$ cat config.mk
export PLATFORM = sky130hd
export DESIGN_NAME = hysteresis_piecewise_linear_map
export DESIGN_NICKNAME = d
export VERILOG_FILES = /design/src/hw/rtl/hpl_pkg.sv /design/src/hw/rtl/hpl_fifo.sv /design/src/hw/rtl/hpl_front.sv /design/src/hw/rtl/hpl_back.sv /design/src/hw/rtl/hysteresis_piecewise_linear_map.sv
export SDC_FILE = /design/constraint.sdc
export NUM_CORES = 2
export LEC_CHECK = 0
export BUFFER_PORTS_ARGS = -buffer_cell sky130_fd_sc_hd__buf_4
export CAP_MARGIN = 10
export CORE_MARGIN = 3
export CORE_UTILIZATION = 30
export DETAILED_ROUTE_END_ITERATION = 10
export PLACE_DENSITY = 0.44
export SLEW_MARGIN = 20
export SYNTH_ARGS = -nofsm -noshare
export SYNTH_HDL_FRONTEND = slang
export SYNTH_SLANG_ARGS = --single-unit
$ cat constraint.sdc
create_clock -name clk_i -period 18.53 [get_ports clk_i]
set_input_delay 0.9265 -clock clk_i [delete_from_list [all_inputs] [get_ports clk_i]]
set_output_delay 0.9265 -clock clk_i [all_outputs]
set_load 0.03 [all_outputs]
$ cat src/hw/rtl/hpl_pkg.sv
// ----------------------------------------------------------------------------
// hpl_pkg
// Shared types and constants of the hysteresis piecewise linear map.
// ----------------------------------------------------------------------------
package hpl_pkg;

  typedef enum logic [2:0] {
    RG_OFF  = 3'd0,
    RG_LOW  = 3'd1,
    RG_LIN  = 3'd2,
    RG_HIGH = 3'd3,
    RG_MAX  = 3'd4
  } region_e;

  typedef enum logic [2:0] {
    BK_IDLE,
    BK_MUL0,
    BK_MUL1,
    BK_DIV,
    BK_LOAD
  } back_state_e;

  localparam logic [2:0] REG_X_OFF       = 3'd0;
  localparam logic [2:0] REG_X_ON        = 3'd1;
  localparam logic [2:0] REG_X_LIN_LOW   = 3'd2;
  localparam logic [2:0] REG_X_LIN_HIGH  = 3'd3;
  localparam logic [2:0] REG_X_STEP_DOWN = 3'd4;
  localparam logic [2:0] REG_X_STEP_UP   = 3'd5;
  localparam logic [2:0] REG_LOW_LEVELS  = 3'd6;
  localparam logic [2:0] REG_HIGH_LEVELS = 3'd7;

  localparam int unsigned ThrIdxOff      = 0;
  localparam int unsigned ThrIdxOn       = 1;
  localparam int unsigned ThrIdxLinLow   = 2;
  localparam int unsigned ThrIdxLinHigh  = 3;
  localparam int unsigned ThrIdxStepDown = 4;
  localparam int unsigned ThrIdxStepUp   = 5;

  // effective thresholds, index 0 off up to 5 step up
  typedef logic [5:0][15:0] thr_t;

  typedef struct packed {
    logic [15:0] y_max;
    logic [15:0] y_high;
    logic [15:0] y_low;
    logic [15:0] y_off;
  } lvl_t;

  typedef struct packed {
    logic [15:0] sample;
    region_e     region;
  } job_t;

endpackage

$ cat src/hw/rtl/hpl_fifo.sv
// ----------------------------------------------------------------------------
// hpl_fifo
// Short queue between the front and back parts.
// ----------------------------------------------------------------------------
module hpl_fifo #(
  parameter int unsigned Depth = 2,
  parameter int unsigned Width = 19
) (
  input  logic             clk_i,
  input  logic             rst_ni,
  input  logic             push_i,
  input  logic [Width-1:0] wdata_i,
  output logic             full_o,
  input  logic             pop_i,
  output logic [Width-1:0] rdata_o,
  output logic             empty_o
);

  localparam int unsigned PtrW = (Depth > 1) ? $clog2(Depth) : 1;
  localparam int unsigned CntW = $clog2(Depth + 1);

  logic [Width-1:0] mem_q [Depth];
  logic [PtrW-1:0]  wr_ptr_q, wr_ptr_d, rd_ptr_q, rd_ptr_d;
  logic [CntW-1:0]  cnt_q, cnt_d;
  logic             do_push, do_pop;

  assign full_o  = (cnt_q == CntW'(Depth));
  assign empty_o = (cnt_q == '0);
  assign do_push = push_i && !full_o;
  assign do_pop  = pop_i && !empty_o;
  assign rdata_o = mem_q[rd_ptr_q];

  always_comb begin
    wr_ptr_d = wr_ptr_q;
    rd_ptr_d = rd_ptr_q;
    cnt_d    = cnt_q;
    if (do_push) begin
      wr_ptr_d = (wr_ptr_q == PtrW'(Depth - 1)) ? '0 : wr_ptr_q + 1'b1;
    end
    if (do_pop) begin
      rd_ptr_d = (rd_ptr_q == PtrW'(Depth - 1)) ? '0 : rd_ptr_q + 1'b1;
    end
    if (do_push && !do_pop) begin
      cnt_d = cnt_q + 1'b1;
    end else if (do_pop && !do_push) begin
      cnt_d = cnt_q - 1'b1;
    end
  end

  always_ff @(posedge clk_i or negedge rst_ni) begin
    if (!rst_ni) begin
      wr_ptr_q <= '0;
      rd_ptr_q <= '0;
      cnt_q    <= '0;
    end else begin
      wr_ptr_q <= wr_ptr_d;
      rd_ptr_q <= rd_ptr_d;
      cnt_q    <= cnt_d;
    end
  end

  always_ff @(posedge clk_i) begin
    if (do_push) begin
      mem_q[wr_ptr_q] <= wdata_i;
    end
  end

endmodule

$ cat src/hw/rtl/hpl_front.sv
// ----------------------------------------------------------------------------
// hpl_front
// Accepts samples, settles the hysteresis region and queues the item.
// ----------------------------------------------------------------------------
module hpl_front (
  input  logic          clk_i,
  input  logic          rst_ni,
  input  logic          push_i,
  output logic          full_o,
  input  logic [15:0]   sample_i,
  input  hpl_pkg::thr_t thr_i,
  input  logic          thr_wr_i,
  output logic          q_push_o,
  input  logic          q_full_i,
  output hpl_pkg::job_t q_job_o
);
  import hpl_pkg::*;

  region_e     region_q, region_d;
  logic [15:0] last_q;
  logic        resettle_q;
  logic [15:0] cmp_x;
  logic [5:0]  gt;
  region_e     start_rg, settled;
  logic        accept;

  function automatic region_e step_rg(region_e r, logic [5:0] g);
    region_e n;
    n = r;
    case (r)
      RG_OFF: begin
        if (g[ThrIdxOn]) n = RG_LOW;
      end
      RG_LOW: begin
        if (g[ThrIdxLinLow]) n = RG_LIN;
        else if (!g[ThrIdxOff]) n = RG_OFF;
      end
      RG_LIN: begin
        if (g[ThrIdxLinHigh]) n = RG_HIGH;
        else if (!g[ThrIdxLinLow]) n = RG_LOW;
      end
      RG_HIGH: begin
        if (g[ThrIdxStepUp]) n = RG_MAX;
        else if (!g[ThrIdxLinHigh]) n = RG_LIN;
      end
      RG_MAX: begin
        if (!g[ThrIdxStepDown]) n = RG_HIGH;
      end
      default: begin
        n = RG_OFF;
      end
    endcase
    return n;
  endfunction

  assign cmp_x = resettle_q ? last_q : sample_i;

  always_comb begin
    for (int k = 0; k < 6; k++) begin
      gt[k] = (cmp_x > thr_i[k]);
    end
  end

  // the region moves monotonically, so four moves always settle it
  always_comb begin
    start_rg = resettle_q ? RG_OFF : region_q;
    settled  = start_rg;
    for (int n = 0; n < 5; n++) begin
      settled = step_rg(settled, gt);
    end
  end

  assign full_o   = q_full_i || resettle_q;
  assign accept   = push_i && !full_o;
  assign q_push_o = accept;
  assign q_job_o  = '{sample: sample_i, region: settled};

  always_comb begin
    region_d = region_q;
    if (accept || resettle_q) begin
      region_d = settled;
    end
  end

  always_ff @(posedge clk_i or negedge rst_ni) begin
    if (!rst_ni) begin
      region_q   <= RG_OFF;
      last_q     <= '0;
      resettle_q <= 1'b0;
    end else begin
      region_q   <= region_d;
      resettle_q <= thr_wr_i;
      if (accept) begin
        last_q <= sample_i;
      end
    end
  end

endmodule

$ cat src/hw/rtl/hpl_back.sv
// ----------------------------------------------------------------------------
// hpl_back
// Maps a settled region to its output level; bit-serial interpolation divide.
// ----------------------------------------------------------------------------
module hpl_back (
  input  logic          clk_i,
  input  logic          rst_ni,
  input  logic          q_valid_i,
  input  hpl_pkg::job_t q_job_i,
  output logic          q_pop_o,
  input  hpl_pkg::thr_t thr_i,
  input  hpl_pkg::lvl_t lvl_i,
  output logic          empty_o,
  input  logic          pop_i,
  output logic [15:0]   level_o,
  output logic [2:0]    region_o
);
  import hpl_pkg::*;

  back_state_e state_q, state_d;
  logic [15:0] lo, hi, span, xc, dx;
  logic [15:0] span_q, dx_q;
  logic [31:0] acc_q, acc_d, mul_res, sum;
  logic [15:0] mul_a, mul_b;
  logic [15:0] rem_q, rem_d, sh_q, sh_d;
  logic [16:0] trial;
  logic        trial_ge;
  logic [3:0]  cnt_q, cnt_d;
  logic        out_valid_q, out_valid_d;
  logic [15:0] out_level_q, out_level_d, flat_level;
  region_e     out_region_q, out_region_d;
  logic        out_free, is_lin, cap_en, out_load;

  assign lo     = thr_i[ThrIdxLinLow];
  assign hi     = thr_i[ThrIdxLinHigh];
  assign span   = hi - lo;
  assign xc     = (q_job_i.sample < lo) ? lo : ((q_job_i.sample > hi) ? hi : q_job_i.sample);
  assign dx     = xc - lo;
  assign is_lin = (q_job_i.region == RG_LIN) && (span != '0);
  assign out_free = !out_valid_q || pop_i;

  // level = (y_low*(span-dx) + y_high*dx) / span
  assign mul_a   = (state_q == BK_MUL0) ? lvl_i.y_low : lvl_i.y_high;
  assign mul_b   = (state_q == BK_MUL0) ? (span_q - dx_q) : dx_q;
  assign mul_res = 32'(mul_a) * 32'(mul_b);
  assign sum     = acc_q + mul_res;

  assign trial    = {rem_q, sh_q[15]};
  assign trial_ge = (trial >= {1'b0, span_q});

  always_comb begin
    case (q_job_i.region)
      RG_LOW:  flat_level = lvl_i.y_low;
      RG_LIN:  flat_level = lvl_i.y_low;
      RG_HIGH: flat_level = lvl_i.y_high;
      RG_MAX:  flat_level = lvl_i.y_max;
      default: flat_level = lvl_i.y_off;
    endcase
  end

  always_comb begin
    state_d = state_q;
    case (state_q)
      BK_IDLE: begin
        if (q_valid_i && is_lin) state_d = BK_MUL0;
      end
      BK_MUL0: state_d = BK_MUL1;
      BK_MUL1: state_d = BK_DIV;
      BK_DIV: begin
        if (cnt_q == 4'hf) state_d = BK_LOAD;
      end
      BK_LOAD: begin
        if (out_free) state_d = BK_IDLE;
      end
      default: state_d = BK_IDLE;
    endcase
  end

  always_comb begin
    cap_en       = 1'b0;
    out_load     = 1'b0;
    q_pop_o      = 1'b0;
    acc_d        = acc_q;
    rem_d        = rem_q;
    sh_d         = sh_q;
    cnt_d        = cnt_q;
    out_level_d  = out_level_q;
    out_region_d = out_region_q;
    case (state_q)
      BK_IDLE: begin
        if (q_valid_i && is_lin) begin
          cap_en  = 1'b1;
          q_pop_o = 1'b1;
        end else if (q_valid_i && out_free) begin
          q_pop_o      = 1'b1;
          out_load     = 1'b1;
          out_level_d  = flat_level;
          out_region_d = q_job_i.region;
        end
      end
      BK_MUL0: begin
        acc_d = mul_res;
      end
      BK_MUL1: begin
        rem_d = sum[31:16];
        sh_d  = sum[15:0];
        cnt_d = '0;
      end
      BK_DIV: begin
        rem_d = trial_ge ? 16'(trial - {1'b0, span_q}) : trial[15:0];
        sh_d  = {sh_q[14:0], trial_ge};
        cnt_d = cnt_q + 1'b1;
      end
      BK_LOAD: begin
        if (out_free) begin
          out_load     = 1'b1;
          out_level_d  = sh_q;
          out_region_d = RG_LIN;
        end
      end
      default: begin
      end
    endcase
  end

  always_comb begin
    out_valid_d = out_valid_q;
    if (out_load) out_valid_d = 1'b1;
    else if (pop_i) out_valid_d = 1'b0;
  end

  always_ff @(posedge clk_i or negedge rst_ni) begin
    if (!rst_ni) begin
      state_q     <= BK_IDLE;
      out_valid_q <= 1'b0;
      cnt_q       <= '0;
    end else begin
      state_q     <= state_d;
      out_valid_q <= out_valid_d;
      cnt_q       <= cnt_d;
    end
  end

  always_ff @(posedge clk_i) begin
    acc_q        <= acc_d;
    rem_q        <= rem_d;
    sh_q         <= sh_d;
    out_level_q  <= out_level_d;
    out_region_q <= out_region_d;
    if (cap_en) begin
      span_q <= span;
      dx_q   <= dx;
    end
  end

  assign empty_o  = !out_valid_q;
  assign level_o  = out_level_q;
  assign region_o = out_region_q;

  a_pop_idle : assert property (@(posedge clk_i) disable iff (!rst_ni)
    q_pop_o |-> (state_q == BK_IDLE))
    else $error("queue popped outside idle");

  a_rem_below_span : assert property (@(posedge clk_i) disable iff (!rst_ni)
    (state_q == BK_DIV) |-> (rem_q < span_q))
    else $error("divider remainder not below span");

  a_no_overwrite : assert property (@(posedge clk_i) disable iff (!rst_ni)
    (out_valid_q && !pop_i) |=> (out_valid_q && $stable(out_level_q)))
    else $error("waiting result overwritten");

  a_lin_bounded : assert property (@(posedge clk_i) disable iff (!rst_ni)
    (state_q == BK_LOAD) |->
      ((sh_q >= lvl_i.y_low && sh_q <= lvl_i.y_high) ||
       (sh_q <= lvl_i.y_low && sh_q >= lvl_i.y_high)))
    else $error("interpolated level outside flat levels");

endmodule

$ cat src/hw/rtl/hysteresis_piecewise_linear_map.sv
// ----------------------------------------------------------------------------
// hysteresis_piecewise_linear_map
// Maps samples to levels over five regions with hysteresis and interpolation.
// ----------------------------------------------------------------------------
// Samples enter through a queue interface (push/full) and results leave through
// one (empty/pop). A flat-region item passes the queue and output register, and
// the block sustains one such item per cycle while results are popped; a linear
// item goes through capture, MUL0, MUL1, a restoring divider and load in the
// back end, which takes no new item until it is loaded. Up to QueueDepth
// settled items wait between front and back. Thresholds and levels are written
// over the APB port; after a threshold write full is high for one cycle while
// the region settles again from the last sample.
module hysteresis_piecewise_linear_map #(
  parameter int unsigned QueueDepth = 2
) (
  input  logic        clk_i,
  input  logic        rst_ni,
  input  logic        push,
  output logic        full,
  input  logic [15:0] sample_i,
  output logic        empty,
  input  logic        pop,
  output logic [15:0] level_o,
  output logic [2:0]  region_o,
  input  logic        psel,
  input  logic        penable,
  input  logic        pwrite,
  input  logic [4:0]  paddr,
  input  logic [31:0] pwdata,
  output logic [31:0] prdata,
  output logic        pready
);
  import hpl_pkg::*;

  logic [5:0][15:0] thr_raw_q;
  logic [31:0]      low_lv_q, high_lv_q;
  thr_t             thr_eff;
  lvl_t             lvl;
  logic [2:0]       reg_idx;
  logic             wr_en, thr_wr;
  logic             q_push, q_full, q_pop, q_empty;
  job_t             q_wjob, q_rjob;
  logic [$bits(job_t)-1:0] q_rdata;

  assign pready  = 1'b1;
  assign reg_idx = paddr[4:2];
  assign wr_en   = psel && penable && pwrite && pready;
  assign thr_wr  = wr_en && (reg_idx <= REG_X_STEP_UP);

  always_ff @(posedge clk_i or negedge rst_ni) begin
    if (!rst_ni) begin
      thr_raw_q <= '0;
      low_lv_q  <= '0;
      high_lv_q <= '0;
    end else if (wr_en) begin
      case (reg_idx)
        REG_LOW_LEVELS:  low_lv_q  <= pwdata;
        REG_HIGH_LEVELS: high_lv_q <= pwdata;
        default:         thr_raw_q[reg_idx] <= pwdata[15:0];
      endcase
    end
  end

  always_comb begin
    case (reg_idx)
      REG_LOW_LEVELS:  prdata = low_lv_q;
      REG_HIGH_LEVELS: prdata = high_lv_q;
      default:         prdata = {16'b0, thr_raw_q[reg_idx]};
    endcase
  end

  // running maximum keeps the thresholds ordered
  always_comb begin
    thr_eff[0] = thr_raw_q[0];
    for (int k = 1; k < 6; k++) begin
      thr_eff[k] = (thr_raw_q[k] > thr_eff[k-1]) ? thr_raw_q[k] : thr_eff[k-1];
    end
  end

  assign lvl = '{y_max:  high_lv_q[31:16], y_high: high_lv_q[15:0],
                 y_low:  low_lv_q[31:16],  y_off:  low_lv_q[15:0]};

  hpl_front u_front (
    .clk_i    (clk_i),
    .rst_ni   (rst_ni),
    .push_i   (push),
    .full_o   (full),
    .sample_i (sample_i),
    .thr_i    (thr_eff),
    .thr_wr_i (thr_wr),
    .q_push_o (q_push),
    .q_full_i (q_full),
    .q_job_o  (q_wjob)
  );

  hpl_fifo #(
    .Depth (QueueDepth),
    .Width ($bits(job_t))
  ) u_fifo (
    .clk_i   (clk_i),
    .rst_ni  (rst_ni),
    .push_i  (q_push),
    .wdata_i (q_wjob),
    .full_o  (q_full),
    .pop_i   (q_pop),
    .rdata_o (q_rdata),
    .empty_o (q_empty)
  );

  assign q_rjob = job_t'(q_rdata);

  hpl_back u_back (
    .clk_i     (clk_i),
    .rst_ni    (rst_ni),
    .q_valid_i (!q_empty),
    .q_job_i   (q_rjob),
    .q_pop_o   (q_pop),
    .thr_i     (thr_eff),
    .lvl_i     (lvl),
    .empty_o   (empty),
    .pop_i     (pop),
    .level_o   (level_o),
    .region_o  (region_o)
  );

endmodule

# ---- Word level (Yosys, flattened, before mapping)
# Memories as Yosys holds them, arrays and structs flattened.
# Index checks and enable logic that the tools add are counted.
dict set report totals {
  ff_bits 307
  latchBits 0
  ram_bits 38
  mem_bits_ro 0
  in_bits 60
  out_inout_bits 54
  elab_cells 226
  mem_count 1
}
# memory depth word_bits read_ports rd_ports_with_merged_regs wr line_no
set mem_list {}
lappend mem_list {u_fifo.mem_q 2 19 1 0 1 hpl_fifo.sv:22} ;# logic [Width-1:0] mem_q [Depth];
dict set report classes {
  add_sub_neg 10
  mul 1
  div_mod_pow 0
  order_cmp 17
  n_eq_ne 37
  shift 0
  muxes 95
  bitwise 1
  reduce_logical 40
}
# op count
set op_table {}
lappend op_table {{16-bit 2-to-1 mux} 16}
lappend op_table {{16-bit > comparator} 12}
lappend op_table {{3-bit 2-to-1 mux} 47}
lappend op_table {{96-bit bitwise mux} 1}
lappend op_table {{16-bit one-hot mux with 2 select lines} 3}
lappend op_table {{3-bit one-hot mux with 5 select lines} 6}
lappend op_table {{32-bit one-hot mux with 2 select lines} 1}
lappend op_table {{16-bit subtractor} 4}
lappend op_table {{16-bit binary-select mux with 3-bit select} 1}
lappend op_table {{16-bit demux with 3-bit select} 1}
lappend op_table {{16-bit one-hot mux with 3 select lines} 1}
lappend op_table {{3-bit by 2-bit == test with 1-bit output, second input constant} 14}
lappend op_table {{32-bit adder} 1}
lappend op_table {{16-bit by 16-bit multiplier with 32-bit output} 1}
lappend op_table {{3-bit == test, second input constant} 9}
lappend op_table {{3-bit by 1-bit == test with 1-bit output, second input constant} 7}
lappend op_table {{3-bit zero test} 6}
lappend op_table {{17-bit by 16-bit >= comparator with 1-bit output} 1}
lappend op_table {{16-bit < comparator} 1}
lappend op_table {{16-bit nonzero test} 1}
lappend op_table {{1-bit 2-to-1 mux} 13}
lappend op_table {{1-bit logical AND} 12}
lappend op_table {{2-bit by 1-bit inequality test with 1-bit output, second input constant} 4}
lappend op_table {{4-bit one-hot mux with 2 select lines} 1}
lappend op_table {{22 further kinds} 37}

# ---- Depth between registers and ports, before layout
dict set report logic_depth {
  ltp_word 25
  depth_mapped 89
  depth_no_buf 79
}

# ---- Modules after synthesis
# A second synthesis with hierarchy kept.
dict set report unflattened {
  hier_cells 3879
  hier_area_um2 35790.6
}
# module n_inst cells_each area_per_inst_um2 seq_area_each_um2
set by_module_without_submodules {}
lappend by_module_without_submodules {hpl_back 1 2361 20126.8 3653.5}
lappend by_module_without_submodules {hysteresis_piecewise_linear_map 1 929 9939.5 4003.8}
lappend by_module_without_submodules {hpl_front 1 511 4157.7 500.5}
lappend by_module_without_submodules {hpl_fifo 1 78 1566.5 1241.2}

# ---- Worst setup path after synthesis
# No wires, ideal clock.
dict set report synth_path {
  kind {register -> register}
  startpoint {register thr_raw_q[21] (netlist bit)}
  endpoint {register u_front.region_q[1]}
  setup_time_ps 125
  t_arrival_ps 16220
  required_time_ps 18405
  slack_ps 2185
  path_stages_with_launch 84
  n_path_buf 10
  synth_period_minus_slack_ps 16345
  path_cell_list {dfrtp_1 > ha_1 > a211oi_2 > o21bai_1 > a311o_1 > o21a_1 > buf_6 > clkbuf_1 > a21oi_1 > ha_1 > a21o_1 > a21o_1 > a211oi_1 > o21a_1 > o21ai_0 > a311o_1 > o211ai_4 > clkbuf_1 > [48 not listed] > nand2b_1 > a21oi_1 > nor2b_1 > o21ai_0 > nand2b_1 > a21oi_1 > a32oi_1 > a21o_1 > o2111ai_1 > a211o_1 > a41oi_2 > nor3_1 > or4_4 > a31oi_4 > or4b_4 > or2_0 > a21bo_1 > mux2_2}
}
# element line_no
set synth_lines {}
lappend synth_lines {{from (decl)} hysteresis_piecewise_linear_map.sv:35} ;# logic [5:0][15:0] thr_raw_q;
lappend synth_lines {{from (signal, indexed assignment)} hysteresis_piecewise_linear_map.sv:59} ;# default: thr_raw_q[reg_idx] <= pwdata[15:0];
lappend synth_lines {{to (signal assigned)} hpl_front.sv:91} ;# region_q <= region_d;
lappend synth_lines {{to (decl)} hpl_front.sv:19} ;# region_e region_q, region_d;

==> results.py <==
metrics = {
    "critical_path": {
        "worstPathRequired_ns": 19.04,
        "critPathKind": "register to register",
        "worstSetupEndpointType": "register",
        "cp.arrival_ns": 17.75,
        "cpPeakStageDelay_ns": 0.74,
        "start_kind": "register",
        "critPathMaxFanout": 19,
        "cpMaxStageDelayCell": "nor4_1",
    },
    "routing": {
        "detail-route-antenna-nets": 0,
        "drt_wl_total_um": 113000,
        "wire_per_inst_um": 21.6,
        "num_vias": 26400,
        "remaining_drc_errors": 0,
        "avgViaCountPerCell": 5.03,
        "drtIter0Drc": 1598,
        "dr.pass1.iters": 6,
    },
    "final_layout": {
        "area_growth_pct": 15.6,
        "drive_gt1_frac": 0.156,
        "nets": 4386,
    },
    "synthesis": {
        "synthArstFlopShare": 0.557,
        "ys_ff_latch": 345,
        "synth-main-ff-cell": "dfrtp_1",
        "synth_edf_count": 153,
        "syn_nets": 4192,
        "synth_warnings": 0,
        "seq_area_frac_synth": 0.283,
        "netlist_instances": 3549,
        "synth.distinct_cells": 95,
        "syn_avg_cell_area_sq_um": 9.36,
        "netlist_area_sq_um": 33200,
    },
    "clock_tree": {
        "root_buffer": "clkbuf_16",
        "cts_hold_buf": 0,
        "clk_latency_ns": 0.63,
        "htreeDepth": 2,
        "cts.sink_count": 345,
        "post_cts.repair.setup_buffers": 0,
        "cts_resized": 0,
        "cts_buffer_depth": 3,
        "cts_tree": "done",
        "numCtsBuffers": 47,
        "clk_pin_slew_ns": 0.06,
    },
    "hold_path": {
        "hp-class": "input port to asynchronous set/reset pin",
    },
    "die": {
        "row_count": 121,
        "start_util": 0.304,
        "die_area_sq_um": 115000,
        "io_pins": 114,
        "die_x_um": 339,
        "fp.coreArea_sq_um": 109000,
        "die_h_um": 339,
    },
    "sta": {
        "hold_viol_final": 0,
        "clock.fmax_mhz": 58.0,
        "setup_tns_ns": 0,
        "worstMarginPinSlew_ns": 1.18,
        "setup_violations": 0,
        "rsz0062_at_grt": "no",
        "finalClockSkew_ns": 0.0276,
        "relSlewSlack": 0.211,
        "fin_crit_sh": 0.930,
        "min_period_ns": 17.24,
        "finalMaxSlewViolations": 0,
    },
    "placed_design": {
        "dp_hpwl_um": 91400,
        "port_buffers": 110,
        "place_congestion": 0.904,
    },
    "run_status": {
        "status": "complete, no violations",
    },
    "global_route": {
        "grt_pass1_vias": 26900,
        "grt_pass1_wl_um": 171000,
        "grt_max_degree": 108,
        "grt_antenna_before_repair": 2,
        "grt.total_usage": 0.196,
        "overflow": 0,
    },
    "flow_run": {
        "drv_cap": 0,
    },
}
sequential cells by signal, indices dropped and copies added (netlist names), 4 cells and up:
name	flops
high_lv_q	32
u_back.cnt_q	4
thr_raw_q	80
u_front.last_q	16
u_back.span_q	16
u_back.sh_q	16
u_back.acc_q	32
thr_eff	16
u_back.rem_q	16
low_lv_q	32
u_back.level_o	16
u_back.dx_q	16
u_fifo.mem_q	38
path summary, 6_finish.rpt:
| path | start | end | slack (ns) | cells after the start |
|---|---|---|---|---|
| min in group clk_i | u_front.last_q[4] | u_front.last_q[4] | 0.47 | 2 |
| hold / removal | rst_ni | u_front.last_q[11] | 0.31 | 1 |
| max in group asynchronous | rst_ni | low_lv_q[26] | 16.87 | 2 |
| hold reg to reg | u_front.last_q[4] | u_front.last_q[4] | 0.47 | 2 |
| setup reg to reg | thr_eff[15] | u_front.region_q[1] | 1.29 | 80 |
| setup / recovery | thr_eff[15] | u_front.region_q[1] | 1.29 | 80 |
cells by family after synthesis:
kind of cell | Yosys count | share of synthesized area
compound gates | 778 | 0.151
xor+xnor | 121 | 0.0321
fa+ha+maj | 589 | 0.266
buf+inv | 538 | 0.0614
flops | 345 | 0.283
mux | 228 | 0.0762
other cells | 1 | 0.000113
simple gates | 949 | 0.130
cell usage after synthesis, types with 5 or more instances:
cell type	count	share of area
a211oi_1	24	0.0054
a21boi_0	12	0.0027
a21o_1	42	0.0095
a21oi_1	236	0.036
a221oi_1	5	0.0013
a222oi_1	16	0.0048
a22o_1	34	0.0090
a22oi_1	66	0.015
a31oi_1	19	0.0036
a41o_1	6	0.0018
and2_1	34	0.0064
and3_1	13	0.0024
and4_1	5	0.0013
buf_1	9	0.0010
clkbuf_1	111	0.013
dfrtp_1	192	0.14
edfxtp_1	153	0.14
fa_1	198	0.12
ha_1	385	0.14
inv_1	410	0.046
maj3_1	5	0.0015
mux2_2	185	0.063
mux2i_1	39	0.012
nand2_1	372	0.042
nand2b_1	34	0.0064
nand3_1	37	0.0056
nand4_1	57	0.011
nor2_1	259	0.029
nor2b_1	37	0.0070
nor3_1	39	0.0059
nor3b_1	8	0.0018
nor4_1	12	0.0023
o21a_1	15	0.0034
o21ai_0	175	0.026
o21ai_1	18	0.0027
o21bai_1	32	0.0072
o31ai_1	11	0.0025
o41ai_1	6	0.0016
or2_2	9	0.0017
or3_1	11	0.0021
or4_1	7	0.0016
xnor2_1	86	0.023
xor2_1	34	0.0090
worst max-delay path: cells and delay by family (launching register included):
family / cells / cell delay, ns
AOI/OAI and AO/OA: 39 / 8.52
adders and majority gates: 6 / 1.66
buffers and inverters: 12 / 1.95
DFF: 1 / 0.36
muxes: 2 / 0.61
and+or+nand+nor: 21 / 4.01
per-layer routing:
layer | part of all wire | GRT usage | up-vias
met2 | 0.47 | 0.332 | 515
met4 | 0.019 | 0.0397 | 0
li1 | - | - | 12800
met1 | 0.47 | 0.271 | 13000
met5 | 0 | 0 | -
met3 | 0.043 | 0.0219 | 111
cell type report:
cell class | count | area [sq um]
Antenna cell | 1 | 2.50
Clock buffer | 61 | 1370
Clock inverter | 26 | 289
Fill cell | 11300 | 71000
Inverter | 414 | 1550
Multi-Input combinational cell | 2666 | 21900
Sequential cell | 345 | 9400
Tap cell | 1476 | 1850
Timing Repair Buffer | 269 | 2050
layout by cell type (no fill, tap or decap), types with 12 or more instances in the layout:
| cell type | synthesis | final |
|---|---|---|
| a211oi_1 | 24 | 23 |
| a21boi_0 | 12 | 12 |
| a21o_1 | 42 | 42 |
| a21oi_1 | 236 | 235 |
| a222oi_1 | 16 | 16 |
| a22o_1 | 34 | 34 |
| a22oi_1 | 66 | 66 |
| a31oi_1 | 19 | 19 |
| and2_1 | 34 | 34 |
| and3_1 | 13 | 12 |
| buf_4 | 2 | 266 |
| clkbuf_16 | 0 | 52 |
| dfrtp_1 | 192 | 192 |
| edfxtp_1 | 153 | 153 |
| fa_1 | 198 | 198 |
| ha_1 | 385 | 385 |
| inv_1 | 410 | 410 |
| mux2_2 | 185 | 185 |
| mux2i_1 | 39 | 38 |
| nand2_1 | 372 | 371 |
| nand2b_1 | 34 | 34 |
| nand3_1 | 37 | 37 |
| nand4_1 | 57 | 57 |
| nor2_1 | 259 | 252 |
| nor2b_1 | 37 | 37 |
| nor3_1 | 39 | 36 |
| o21a_1 | 15 | 15 |
| o21ai_0 | 175 | 174 |
| o21ai_1 | 18 | 14 |
| o21bai_1 | 32 | 32 |
| xnor2_1 | 86 | 86 |
| xor2_1 | 34 | 34 |
stage by stage:
stage | cell area (sq um) | hold slack (ns) | utilization | worst slack, ns | cells
floorplan | 33200 | 0.440 | - | 2.18 | 3549
global placement | 36800 | 0.452 | 0.336 | 1.26 | 5170
detailed placement | 36800 | 0.457 | 0.336 | 1.25 | 5170
CTS | 38400 | 0.428 | 0.351 | 1.17 | 5257
global route | 38400 | 0.381 | 0.351 | 0.113 | 5257
finish | 38400 | 0.309 | 0.351 | 1.29 | 5258
Power is left out: the tool's default activity adds up to more than one toggle a clock period on the data nets, which glitch-free logic cannot reach.
